[config.mk]
export PLATFORM = sky130hd
export DESIGN_NAME = color_match_centroid_tracker_unit
export DESIGN_NICKNAME = d
export VERILOG_FILES = /design/src/sv/ccmt_pkg.sv /design/src/sv/color_match_centroid_tracker_unit.sv /design/src/sv/ccmt_front.sv /design/src/sv/ccmt_queue.sv /design/src/sv/ccmt_div.sv /design/src/sv/ccmt_back.sv
export SDC_FILE = /design/constraint.sdc
export NUM_CORES = 2
export LEC_CHECK = 0
export BUFFER_PORTS_ARGS = -buffer_cell sky130_fd_sc_hd__buf_4
export CAP_MARGIN = 40
export CORE_MARGIN = 2
export CORE_UTILIZATION = 55
export CTS_BUF_LIST = sky130_fd_sc_hd__clkbuf_8
export DETAILED_ROUTE_END_ITERATION = 12
export PLACE_DENSITY = 0.84
export SYNTH_ARGS = -nofsm -noshare
export SYNTH_HDL_FRONTEND = slang
export SYNTH_SLANG_ARGS = --single-unit
[constraint.sdc]
create_clock -name clk -period 7.24 [get_ports clk]
set_input_delay 1.086 -clock clk [delete_from_list [all_inputs] [get_ports clk]]
set_output_delay 1.086 -clock clk [all_outputs]
set_load 0.01 [all_outputs]
[src/sv/ccmt_pkg.sv]
// Shared types and constants for the color match centroid tracker.
`default_nettype none

package ccmt_pkg;

  localparam int PIX_W      = 8;
  localparam int FW_W       = 13;
  localparam int CENTER_W   = 12;
  localparam int SUM_W      = 36;
  localparam int COUNT_W    = 25;
  localparam int PEND_W     = CENTER_W + 1;
  localparam int QUOT_W     = CENTER_W + 1;
  localparam int SQ_W       = 2 * PIX_W;
  localparam int DIST_W     = SQ_W + 2;
  localparam int CFG_IDX_W  = 3;
  localparam int CFG_DATA_W = FW_W;
  localparam int QUEUE_DEPTH = 2;

  localparam int MAX_WIDTH_DEF  = 4096;
  localparam int MAX_HEIGHT_DEF = 4096;

  localparam logic [FW_W-1:0] FRAME_WIDTH_RST = FW_W'(640);

  typedef struct packed {
    logic [PIX_W-1:0] pixel_red;
    logic [PIX_W-1:0] pixel_green;
    logic [PIX_W-1:0] pixel_blue;
    logic             frame_last;
  } in_item_t;

  typedef struct packed {
    logic [PIX_W-1:0]    out_red;
    logic [PIX_W-1:0]    out_green;
    logic [PIX_W-1:0]    out_blue;
    logic                matched;
    logic [CENTER_W-1:0] center_x;
    logic [CENTER_W-1:0] center_y;
    logic                center_updated;
  } out_item_t;

  typedef struct packed {
    logic [PIX_W-1:0] target_red;
    logic [PIX_W-1:0] target_green;
    logic [PIX_W-1:0] target_blue;
    logic [PIX_W-1:0] match_threshold;
    logic [FW_W-1:0]  frame_width;
  } cfg_t;

  // classified pixel moving from front to back
  typedef struct packed {
    logic [PIX_W-1:0] red;
    logic [PIX_W-1:0] green;
    logic [PIX_W-1:0] blue;
    logic             last;
    logic             hit;
  } cls_item_t;

  typedef struct packed {
    logic               start;
    logic [SUM_W-1:0]   sum_x;
    logic [SUM_W-1:0]   sum_y;
    logic [COUNT_W-1:0] count;
  } div_req_t;

  typedef struct packed {
    logic                busy;
    logic                done;
    logic [CENTER_W-1:0] quot_x;
    logic [CENTER_W-1:0] quot_y;
  } div_rsp_t;

endpackage

`default_nettype wire

[src/sv/color_match_centroid_tracker_unit.sv]
// Top level of the color match centroid tracker.
//
//   port group | dir | handshake           | payload
//   in_        | in  | in_valid/in_ready   | in_data (in_item_t)
//   out_       | out | out_valid/out_ready | out_data (out_item_t)
//   cfg_       | in  | cfg_valid/cfg_ready | cfg_index, cfg_data
//
// One pixel per clock unless out_ready or the divider stalls it; the output is registered.
// A frame end with matches in phase 0 or 1 starts a 13-step centroid divide (pending is
// updated when the divider raises done); the next frame's last pixel waits at the queue
// head until then.
// Reset is synchronous, active low; no clearing pass is needed.
// Front and back stall independently around a 2-entry queue; out_ready low holds the output.
`default_nettype none

module color_match_centroid_tracker_unit import ccmt_pkg::*; #(
  parameter int MAX_WIDTH  = MAX_WIDTH_DEF,
  parameter int MAX_HEIGHT = MAX_HEIGHT_DEF
) (
  input  logic                  clk,
  input  logic                  rst_n,
  input  logic                  in_valid,
  output logic                  in_ready,
  input  in_item_t              in_data,
  output logic                  out_valid,
  input  logic                  out_ready,
  output out_item_t             out_data,
  input  logic                  cfg_valid,
  output logic                  cfg_ready,
  input  logic [CFG_IDX_W-1:0]  cfg_index,
  input  logic [CFG_DATA_W-1:0] cfg_data
);

  localparam logic [CFG_IDX_W-1:0] REG_TARGET_RED   = CFG_IDX_W'(0);
  localparam logic [CFG_IDX_W-1:0] REG_TARGET_GREEN = CFG_IDX_W'(1);
  localparam logic [CFG_IDX_W-1:0] REG_TARGET_BLUE  = CFG_IDX_W'(2);
  localparam logic [CFG_IDX_W-1:0] REG_THRESHOLD    = CFG_IDX_W'(3);
  localparam logic [CFG_IDX_W-1:0] REG_FRAME_WIDTH  = CFG_IDX_W'(4);

  cfg_t      cfg_r, cfg_nxt;
  logic      push, queue_full, pop, head_valid;
  cls_item_t push_item, head;
  div_req_t  div_req;
  div_rsp_t  div_rsp;

  assign cfg_ready = 1'b1;

  always_comb begin
    cfg_nxt = cfg_r;
    if (cfg_valid && cfg_ready) begin
      case (cfg_index)
        REG_TARGET_RED:   cfg_nxt.target_red      = cfg_data[PIX_W-1:0];
        REG_TARGET_GREEN: cfg_nxt.target_green    = cfg_data[PIX_W-1:0];
        REG_TARGET_BLUE:  cfg_nxt.target_blue     = cfg_data[PIX_W-1:0];
        REG_THRESHOLD:    cfg_nxt.match_threshold = cfg_data[PIX_W-1:0];
        REG_FRAME_WIDTH:  cfg_nxt.frame_width     = cfg_data[FW_W-1:0];
        default: begin
        end
      endcase
    end
  end

  always_ff @(posedge clk) begin
    if (!rst_n) begin
      cfg_r.target_red      <= '0;
      cfg_r.target_green    <= '0;
      cfg_r.target_blue     <= '0;
      cfg_r.match_threshold <= '0;
      cfg_r.frame_width     <= FRAME_WIDTH_RST;
    end else begin
      cfg_r <= cfg_nxt;
    end
  end

  ccmt_front u_front (
    .clk        (clk),
    .rst_n      (rst_n),
    .in_valid   (in_valid),
    .in_ready   (in_ready),
    .in_data    (in_data),
    .cfg        (cfg_r),
    .push       (push),
    .push_item  (push_item),
    .queue_full (queue_full)
  );

  ccmt_queue u_queue (
    .clk        (clk),
    .rst_n      (rst_n),
    .push       (push),
    .push_item  (push_item),
    .full       (queue_full),
    .pop        (pop),
    .head_valid (head_valid),
    .head       (head)
  );

  ccmt_div u_div (
    .clk   (clk),
    .rst_n (rst_n),
    .req   (div_req),
    .rsp   (div_rsp)
  );

  ccmt_back #(
    .MAX_WIDTH  (MAX_WIDTH),
    .MAX_HEIGHT (MAX_HEIGHT)
  ) u_back (
    .clk         (clk),
    .rst_n       (rst_n),
    .head_valid  (head_valid),
    .head        (head),
    .pop         (pop),
    .frame_width (cfg_r.frame_width),
    .div_req     (div_req),
    .div_rsp     (div_rsp),
    .out_valid   (out_valid),
    .out_ready   (out_ready),
    .out_data    (out_data)
  );

endmodule

`default_nettype wire

[src/sv/ccmt_front.sv]
// Front end: takes pixels and classifies them against the target color.
`default_nettype none

module ccmt_front import ccmt_pkg::*; (
  input  logic      clk,
  input  logic      rst_n,
  input  logic      in_valid,
  output logic      in_ready,
  input  in_item_t  in_data,
  input  cfg_t      cfg,
  output logic      push,
  output cls_item_t push_item,
  input  logic      queue_full
);

  logic            s1_valid_r, s1_valid_nxt;
  in_item_t        s1_pix_r;
  logic [SQ_W-1:0] sq_red_r, sq_green_r, sq_blue_r;
  logic [DIST_W-1:0] dist_sum;
  logic [SQ_W-1:0]   thr_sq;
  logic              take;

  function automatic logic [SQ_W-1:0] sq_diff(input logic [PIX_W-1:0] a,
                                               input logic [PIX_W-1:0] b);
    logic [PIX_W-1:0] d;
    d = (a > b) ? (a - b) : (b - a);
    return SQ_W'(d) * SQ_W'(d);
  endfunction

  assign take     = in_valid && in_ready;
  assign push     = s1_valid_r && !queue_full;
  assign in_ready = !s1_valid_r || !queue_full;

  always_comb begin
    s1_valid_nxt = s1_valid_r;
    if (take) begin
      s1_valid_nxt = 1'b1;
    end else if (push) begin
      s1_valid_nxt = 1'b0;
    end
  end

  always_ff @(posedge clk) begin
    if (!rst_n) begin
      s1_valid_r <= 1'b0;
    end else begin
      s1_valid_r <= s1_valid_nxt;
    end
  end

  always_ff @(posedge clk) begin
    if (take) begin
      s1_pix_r   <= in_data;
      sq_red_r   <= sq_diff(in_data.pixel_red,   cfg.target_red);
      sq_green_r <= sq_diff(in_data.pixel_green, cfg.target_green);
      sq_blue_r  <= sq_diff(in_data.pixel_blue,  cfg.target_blue);
    end
  end

  // exact integer test: dist^2 < thr^2
  assign dist_sum = DIST_W'(sq_red_r) + DIST_W'(sq_green_r) + DIST_W'(sq_blue_r);
  assign thr_sq   = SQ_W'(cfg.match_threshold) * SQ_W'(cfg.match_threshold);

  always_comb begin
    push_item.red   = s1_pix_r.pixel_red;
    push_item.green = s1_pix_r.pixel_green;
    push_item.blue  = s1_pix_r.pixel_blue;
    push_item.last  = s1_pix_r.frame_last;
    push_item.hit   = dist_sum < DIST_W'(thr_sq);
  end

endmodule

`default_nettype wire

[src/sv/ccmt_queue.sv]
// Short queue of classified pixels between front and back.
`default_nettype none

module ccmt_queue import ccmt_pkg::*; (
  input  logic      clk,
  input  logic      rst_n,
  input  logic      push,
  input  cls_item_t push_item,
  output logic      full,
  input  logic      pop,
  output logic      head_valid,
  output cls_item_t head
);

  localparam int PTR_W = (QUEUE_DEPTH > 1) ? $clog2(QUEUE_DEPTH) : 1;
  localparam int CNT_W = $clog2(QUEUE_DEPTH + 1);
  localparam logic [PTR_W-1:0] PTR_LAST = PTR_W'(QUEUE_DEPTH - 1);
  localparam logic [CNT_W-1:0] CNT_FULL = CNT_W'(QUEUE_DEPTH);

  cls_item_t        slot_r [QUEUE_DEPTH];
  logic [PTR_W-1:0] wr_ptr_r, wr_ptr_nxt;
  logic [PTR_W-1:0] rd_ptr_r, rd_ptr_nxt;
  logic [CNT_W-1:0] count_r, count_nxt;

  assign full       = (count_r == CNT_FULL);
  assign head_valid = (count_r != '0);
  assign head       = slot_r[rd_ptr_r];

  always_comb begin
    wr_ptr_nxt = wr_ptr_r;
    rd_ptr_nxt = rd_ptr_r;
    count_nxt  = count_r;
    if (push) begin
      wr_ptr_nxt = (wr_ptr_r == PTR_LAST) ? '0 : wr_ptr_r + 1'b1;
    end
    if (pop) begin
      rd_ptr_nxt = (rd_ptr_r == PTR_LAST) ? '0 : rd_ptr_r + 1'b1;
    end
    if (push && !pop) begin
      count_nxt = count_r + 1'b1;
    end else if (pop && !push) begin
      count_nxt = count_r - 1'b1;
    end
  end

  always_ff @(posedge clk) begin
    if (!rst_n) begin
      wr_ptr_r <= '0;
      rd_ptr_r <= '0;
      count_r  <= '0;
    end else begin
      wr_ptr_r <= wr_ptr_nxt;
      rd_ptr_r <= rd_ptr_nxt;
      count_r  <= count_nxt;
    end
  end

  always_ff @(posedge clk) begin
    if (push) begin
      slot_r[wr_ptr_r] <= push_item;
    end
  end

endmodule

`default_nettype wire

[src/sv/ccmt_div.sv]
// Restoring divider for the frame centroid, x and y share one divisor.
`default_nettype none

module ccmt_div import ccmt_pkg::*; (
  input  logic     clk,
  input  logic     rst_n,
  input  div_req_t req,
  output div_rsp_t rsp
);

  localparam int REM_W  = SUM_W + 1;
  localparam int STEP_W = $clog2(QUOT_W);
  localparam logic [STEP_W-1:0] STEP_FIRST = STEP_W'(QUOT_W - 1);

  logic [REM_W-1:0]  rem_x_r, rem_x_nxt, rem_y_r, rem_y_nxt;
  logic [REM_W-1:0]  dvs_r, dvs_nxt;
  logic [QUOT_W-1:0] quo_x_r, quo_x_nxt, quo_y_r, quo_y_nxt;
  logic [STEP_W-1:0] step_r, step_nxt;
  logic              busy_r, busy_nxt;
  logic              done_r, done_nxt;
  logic              ge_x, ge_y;

  assign ge_x = (rem_x_r >= dvs_r);
  assign ge_y = (rem_y_r >= dvs_r);

  // quotient bit 12 set means the centroid is past 4095 and clamps
  always_comb begin
    rem_x_nxt = rem_x_r;
    rem_y_nxt = rem_y_r;
    dvs_nxt   = dvs_r;
    quo_x_nxt = quo_x_r;
    quo_y_nxt = quo_y_r;
    step_nxt  = step_r;
    busy_nxt  = busy_r;
    done_nxt  = 1'b0;
    if (req.start) begin
      rem_x_nxt = REM_W'(req.sum_x);
      rem_y_nxt = REM_W'(req.sum_y);
      dvs_nxt   = REM_W'(req.count) << CENTER_W;
      quo_x_nxt = '0;
      quo_y_nxt = '0;
      step_nxt  = STEP_FIRST;
      busy_nxt  = 1'b1;
    end else if (busy_r) begin
      if (ge_x) begin
        rem_x_nxt = rem_x_r - dvs_r;
      end
      if (ge_y) begin
        rem_y_nxt = rem_y_r - dvs_r;
      end
      quo_x_nxt = {quo_x_r[QUOT_W-2:0], ge_x};
      quo_y_nxt = {quo_y_r[QUOT_W-2:0], ge_y};
      dvs_nxt   = dvs_r >> 1;
      if (step_r == '0) begin
        busy_nxt = 1'b0;
        done_nxt = 1'b1;
      end else begin
        step_nxt = step_r - 1'b1;
      end
    end
  end

  always_ff @(posedge clk) begin
    if (!rst_n) begin
      busy_r <= 1'b0;
      done_r <= 1'b0;
      step_r <= '0;
    end else begin
      busy_r <= busy_nxt;
      done_r <= done_nxt;
      step_r <= step_nxt;
    end
  end

  always_ff @(posedge clk) begin
    rem_x_r <= rem_x_nxt;
    rem_y_r <= rem_y_nxt;
    dvs_r   <= dvs_nxt;
    quo_x_r <= quo_x_nxt;
    quo_y_r <= quo_y_nxt;
  end

  always_comb begin
    rsp.busy   = busy_r || done_r;
    rsp.done   = done_r;
    rsp.quot_x = quo_x_r[QUOT_W-1] ? '1 : quo_x_r[CENTER_W-1:0];
    rsp.quot_y = quo_y_r[QUOT_W-1] ? '1 : quo_y_r[CENTER_W-1:0];
  end

endmodule

`default_nettype wire

[src/sv/ccmt_back.sv]
// Back end: position tracking, match sums, frame phase and the result register.
`default_nettype none

module ccmt_back import ccmt_pkg::*; #(
  parameter int MAX_WIDTH  = MAX_WIDTH_DEF,
  parameter int MAX_HEIGHT = MAX_HEIGHT_DEF
) (
  input  logic            clk,
  input  logic            rst_n,
  input  logic            head_valid,
  input  cls_item_t       head,
  output logic            pop,
  input  logic [FW_W-1:0] frame_width,
  output div_req_t        div_req,
  input  div_rsp_t        div_rsp,
  output logic            out_valid,
  input  logic            out_ready,
  output out_item_t       out_data
);

  localparam int COL_W  = $clog2(MAX_WIDTH);
  localparam int ROW_W  = $clog2(MAX_HEIGHT);
  localparam int WCMP_W = (((COL_W + 1) > FW_W) ? (COL_W + 1) : FW_W) + 1;
  localparam logic [WCMP_W-1:0] WIDTH_LIM = WCMP_W'(MAX_WIDTH);
  localparam logic [ROW_W-1:0]  ROW_LAST  = ROW_W'(MAX_HEIGHT - 1);

  localparam logic [1:0] PHASE_FIRST  = 2'd0;
  localparam logic [1:0] PHASE_SECOND = 2'd1;

  logic [COL_W-1:0]    col_r, col_nxt;
  logic [ROW_W-1:0]    row_r, row_nxt;
  logic [SUM_W-1:0]    csum_r, csum_nxt, rsum_r, rsum_nxt;
  logic [COUNT_W-1:0]  cnt_r, cnt_nxt;
  logic [1:0]          phase_r, phase_nxt;
  logic [PEND_W-1:0]   pend_x_r, pend_x_nxt, pend_y_r, pend_y_nxt;
  logic [CENTER_W-1:0] held_x_r, held_x_nxt, held_y_r, held_y_nxt;
  logic                out_valid_r, out_valid_nxt;
  out_item_t           out_data_r, out_data_nxt;

  logic [WCMP_W-1:0]   weff;
  logic [WCMP_W-1:0]   col_inc;
  logic [SUM_W-1:0]    csum_upd, rsum_upd;
  logic [COUNT_W-1:0]  cnt_upd;
  logic                updated;

  function automatic logic [SUM_W-1:0] sat_add(input logic [SUM_W-1:0] a,
                                               input logic [SUM_W-1:0] b);
    logic [SUM_W:0] s;
    s = {1'b0, a} + {1'b0, b};
    return s[SUM_W] ? '1 : s[SUM_W-1:0];
  endfunction

  // a frame end may not overtake a centroid still being divided
  assign pop = head_valid && (!out_valid_r || out_ready) && !(head.last && div_rsp.busy);

  always_comb begin
    weff = WCMP_W'(frame_width);
    if (frame_width == '0) begin
      weff = WCMP_W'(1);
    end else if (weff > WIDTH_LIM) begin
      weff = WIDTH_LIM;
    end
  end

  assign col_inc = WCMP_W'(col_r) + WCMP_W'(1);

  always_comb begin
    col_nxt       = col_r;
    row_nxt       = row_r;
    csum_nxt      = csum_r;
    rsum_nxt      = rsum_r;
    cnt_nxt       = cnt_r;
    phase_nxt     = phase_r;
    pend_x_nxt    = pend_x_r;
    pend_y_nxt    = pend_y_r;
    held_x_nxt    = held_x_r;
    held_y_nxt    = held_y_r;
    out_valid_nxt = out_valid_r && !out_ready;
    out_data_nxt  = out_data_r;
    updated       = 1'b0;
    div_req       = '0;

    csum_upd = csum_r;
    rsum_upd = rsum_r;
    cnt_upd  = cnt_r;
    if (head.hit) begin
      csum_upd = sat_add(csum_r, SUM_W'(col_r));
      rsum_upd = sat_add(rsum_r, SUM_W'(row_r));
      cnt_upd  = (cnt_r == '1) ? cnt_r : cnt_r + 1'b1;
    end

    if (div_rsp.done) begin
      pend_x_nxt = pend_x_r + PEND_W'(div_rsp.quot_x);
      pend_y_nxt = pend_y_r + PEND_W'(div_rsp.quot_y);
    end

    if (pop) begin
      csum_nxt = csum_upd;
      rsum_nxt = rsum_upd;
      cnt_nxt  = cnt_upd;
      if (col_inc >= weff) begin
        col_nxt = '0;
        if (row_r != ROW_LAST) begin
          row_nxt = row_r + 1'b1;
        end
      end else begin
        col_nxt = col_inc[COL_W-1:0];
      end

      if (head.last) begin
        if (cnt_upd != '0) begin
          if (phase_r == PHASE_FIRST || phase_r == PHASE_SECOND) begin
            div_req.start = 1'b1;
            div_req.sum_x = csum_upd;
            div_req.sum_y = rsum_upd;
            div_req.count = cnt_upd;
            phase_nxt     = phase_r + 2'd1;
          end else begin
            held_x_nxt = pend_x_r[PEND_W-1:1];
            held_y_nxt = pend_y_r[PEND_W-1:1];
            pend_x_nxt = '0;
            pend_y_nxt = '0;
            phase_nxt  = PHASE_FIRST;
            updated    = 1'b1;
          end
        end
        col_nxt  = '0;
        row_nxt  = '0;
        csum_nxt = '0;
        rsum_nxt = '0;
        cnt_nxt  = '0;
      end

      out_valid_nxt               = 1'b1;
      out_data_nxt.out_red        = head.hit ? '1 : head.red;
      out_data_nxt.out_green      = head.hit ? '0 : head.green;
      out_data_nxt.out_blue       = head.hit ? '0 : head.blue;
      out_data_nxt.matched        = head.hit;
      out_data_nxt.center_x       = held_x_nxt;
      out_data_nxt.center_y       = held_y_nxt;
      out_data_nxt.center_updated = updated;
    end
  end

  always_ff @(posedge clk) begin
    if (!rst_n) begin
      col_r       <= '0;
      row_r       <= '0;
      csum_r      <= '0;
      rsum_r      <= '0;
      cnt_r       <= '0;
      phase_r     <= PHASE_FIRST;
      pend_x_r    <= '0;
      pend_y_r    <= '0;
      held_x_r    <= '0;
      held_y_r    <= '0;
      out_valid_r <= 1'b0;
    end else begin
      col_r       <= col_nxt;
      row_r       <= row_nxt;
      csum_r      <= csum_nxt;
      rsum_r      <= rsum_nxt;
      cnt_r       <= cnt_nxt;
      phase_r     <= phase_nxt;
      pend_x_r    <= pend_x_nxt;
      pend_y_r    <= pend_y_nxt;
      held_x_r    <= held_x_nxt;
      held_y_r    <= held_y_nxt;
      out_valid_r <= out_valid_nxt;
    end
  end

  always_ff @(posedge clk) begin
    out_data_r <= out_data_nxt;
  end

  assign out_valid = out_valid_r;
  assign out_data  = out_data_r;

endmodule

`default_nettype wire

==> impl_metrics.toml <==
[run_status]
outcome = "finished, final reports clean"

[synthesis]
synth_xor_area_frac = 0.06035
avgSynthCellArea_sq_um = 9.117
synth_top_flop_cell = "dfxtp_1"
yosysTopAreaCell = "edfxtp_1"
ys_ff_latch = 540
seq_area_frac_synth = 0.3485
async_flop_share = 0
synth-compound-area-share = 0.1677
synth_area_sq_um = 38750
synth_top_area_frac = 0.2085
ys_types = 92
synth_top_family_by_area = "adder cells"
synthAdderAreaFrac = 0.1717
synthTopCellsByArea = "edfxtp_1, dfxtp_1, ha_1"
ys.warnings.count = 0
synthesis.nets = 4760
synth_edf_count = 269
syn_inst = 4250
muxShareOfSynthArea = 0.03749
synth_simple_gate_area_frac = 0.1592

[cts]
clock_latency_ps = 740
postCtsSetupBuffers = 0
clockBufferDepth = 3
htreeDepth = 3
cts_buffers = 91
cts-root-buf = "clkbuf_8"
cts_tree = "done"
clock-sinks = 540
cts_resized = 0
path_clk_slew_ps = 60
cts_hold_buf = 0

[grt]
first_global_vias = 31870
antenna_found_initial = 6
grt_overflow = 0
grt_max_degree = 100
gr-usage-all-layers = 0.2639
grt_pass1_wl_microns = 158300

[run]
cap_violations = 0

[floorplanning]
die_width_microns = 269.4
die_h_microns = 269.4
coreArea_sq_um = 69910
die_area_sq_um = 72590
ioPinCount = 99
rows = 97
start_util = 0.5543

[setup_path]
crit_top_cell = "inv_1"
startpoint = "in_data[17]"
endpoint_kind = "flop"
r2r-start = "cfg_r[38]"
critPathKind = "input port to flop"
cp_max_fo = 4
max_stage_delay_ps = 560
crit_arrival_ps = 7400
crit_slowest_cell = "fa_1"
cp.required_ps = 7690
path_buf_inv = 9
crit_family = "adder cells"
cp-start-kind = "input port"

[drt]
ant_nets = 0
wl_per_cell_microns = 17.72
drc = 0
drtIter0Drc = 2721
drt_wl_total_microns = 96860
route.met3.wl_microns = 6451
wl_met2_microns = 45070
avgViaCountPerCell = 5.868
num_vias = 32080
wl_met1_microns = 40420
first_pass_iters = 6
routed.top_layer = "met5"

[sta]
worst_clock_skew_ps = 44.66
worst_slack_ps = 289.3
rsz0062_at_grt = "no"
finalSetupViolations = 0
max-slew-margin-rel = 0.3952
final_hold_viol_count = 0
period_share = 0.9600
worstMarginPinSlew_ps = 901.7
slew_viol_final = 0
clock.fmax_ghz = 0.1439
period_needed_ps = 6951

[place]
dp.cells = 5288
placed_cell_area_sq_um = 41400
dp_hpwl_microns = 71180
io_buffers = 97
pre_cts_ws_ps = -561.2
place_congestion = 0.9342

[cells_and_area]
final_common_cell = "inv_1"
final-instance-count-excl-fill = 5466
design_area_sq_um = 43250
final_nets = 4951
layout_common_cells = "inv_1, nand2_1, ha_1, nor2_1, dfxtp_1"
area_growth_pct = 11.62
drive_gt1_frac = 0.1188

[power_and_ir_drop]
ir_drop_mv = 0.7039
power.density_nw_per_um2 = 438.9
leakage_nw = 18.46

[hold_path]
hold_path_startpoint = "u_front.push_item[2]"
hold_class = "flop to flop"
## sequential cells by signal, indices dropped and copies added, names as in the netlist, 15 cells and up, named ones only
name / cells
u_div.dvs_r: 37
u_back.rsum_r: 36
cfg_r: 45
u_div.rem_y_r: 37
u_front.push_item: 25
u_front.sq_blue_r: 15
u_front.sq_green_r: 15
u_back.cnt_r: 25
u_front.sq_red_r: 15
u_back.out_data: 50
u_back.csum_r: 36
u_div.rem_x_r: 37
u_queue.slot_r: 52
## cell usage after synthesis (19+ instances only)
library cell  number
or2_2             49
ha_1             351
inv_1            375
nand3_1           90
a22o_1            23
a21oi_1          230
xnor2_1          173
mux2_2            33
and3_1            48
or3_1             30
a31oi_1           44
o211ai_1          19
buf_2             21
a21o_1            83
a21boi_1          20
o21a_1            44
nand4_1           37
nor2_1           344
clkbuf_1         129
o21bai_1          30
nand2b_1          32
nor2b_1           60
fa_1             113
nand2_1          403
edfxtp_1         269
xor2_1            94
dfxtp_1          271
o21ai_0          239
a211oi_1          26
mux2i_1          108
a21boi_0          78
nor3_1            74
and2_1            54
## path summary, 6_finish.rpt
check	end	cells past startpoint	slack, ps
setup reg to reg	u_front.sq_red_r[14]	28	450
setup / recovery	u_front.sq_red_r[14]	31	290
hold / removal	u_queue.slot_r[0][2]	0	450
hold reg to reg	u_queue.slot_r[0][2]	0	450
## power by group
group	internal [mW]	switching, mW
Combinational	5.06	6.55
Sequential	4.36	0.313
Clock	1.37	1.33
Total	10.8	8.19
## through the flow
| stage | hold slack (ps) | utilization | power, mW | TNS, ps |
|---|---|---|---|---|
| 4_1_cts | 447.2 | 0.6179 | 18.95 | 0 |
| 3_3_place_gp | 421.9 | 0.5904 | 15.65 | -1696 |
| 2_1_floorplan | 421.5 | - | 12.91 | -28.05 |
| 6_report | 445.7 | 0.6187 | 18.98 | 0 |
| 5_1_grt | 459.9 | 0.6186 | 20.53 | 0 |
| 3_5_place_dp | 434.8 | 0.5922 | 16.12 | -3340 |
## cells by family after synthesis
kind of cell / Yosys count
other: 1
AND/OR/NAND/NOR: 1293
buffers and inverters: 546
flip-flops: 540
XOR/XNOR: 267
adder cells (fa/ha/maj): 464
multiplexers: 141
AO/OA/AOI/OAI: 998
## metal layers
metal  vias up  global-route usage
met4         2              0.1406
met1     15290              0.3335
met2      1195              0.4363
met3       268             0.04034
li1      15320                   -
met5         -                   0
## final cells by class
class | instances | area [sq um]
Timing Repair Buffer | 268 | 2090
Antenna cell | 6 | 15.01
Clock inverter | 68 | 365.4
Sequential cell | 540 | 13510
Multi-Input combinational cell | 3164 | 23250
Inverter | 376 | 1411
Fill cell | 5632 | 26660
Clock buffer | 104 | 1431
Tap cell | 940 | 1176
(Power assumes the default switching activity.)
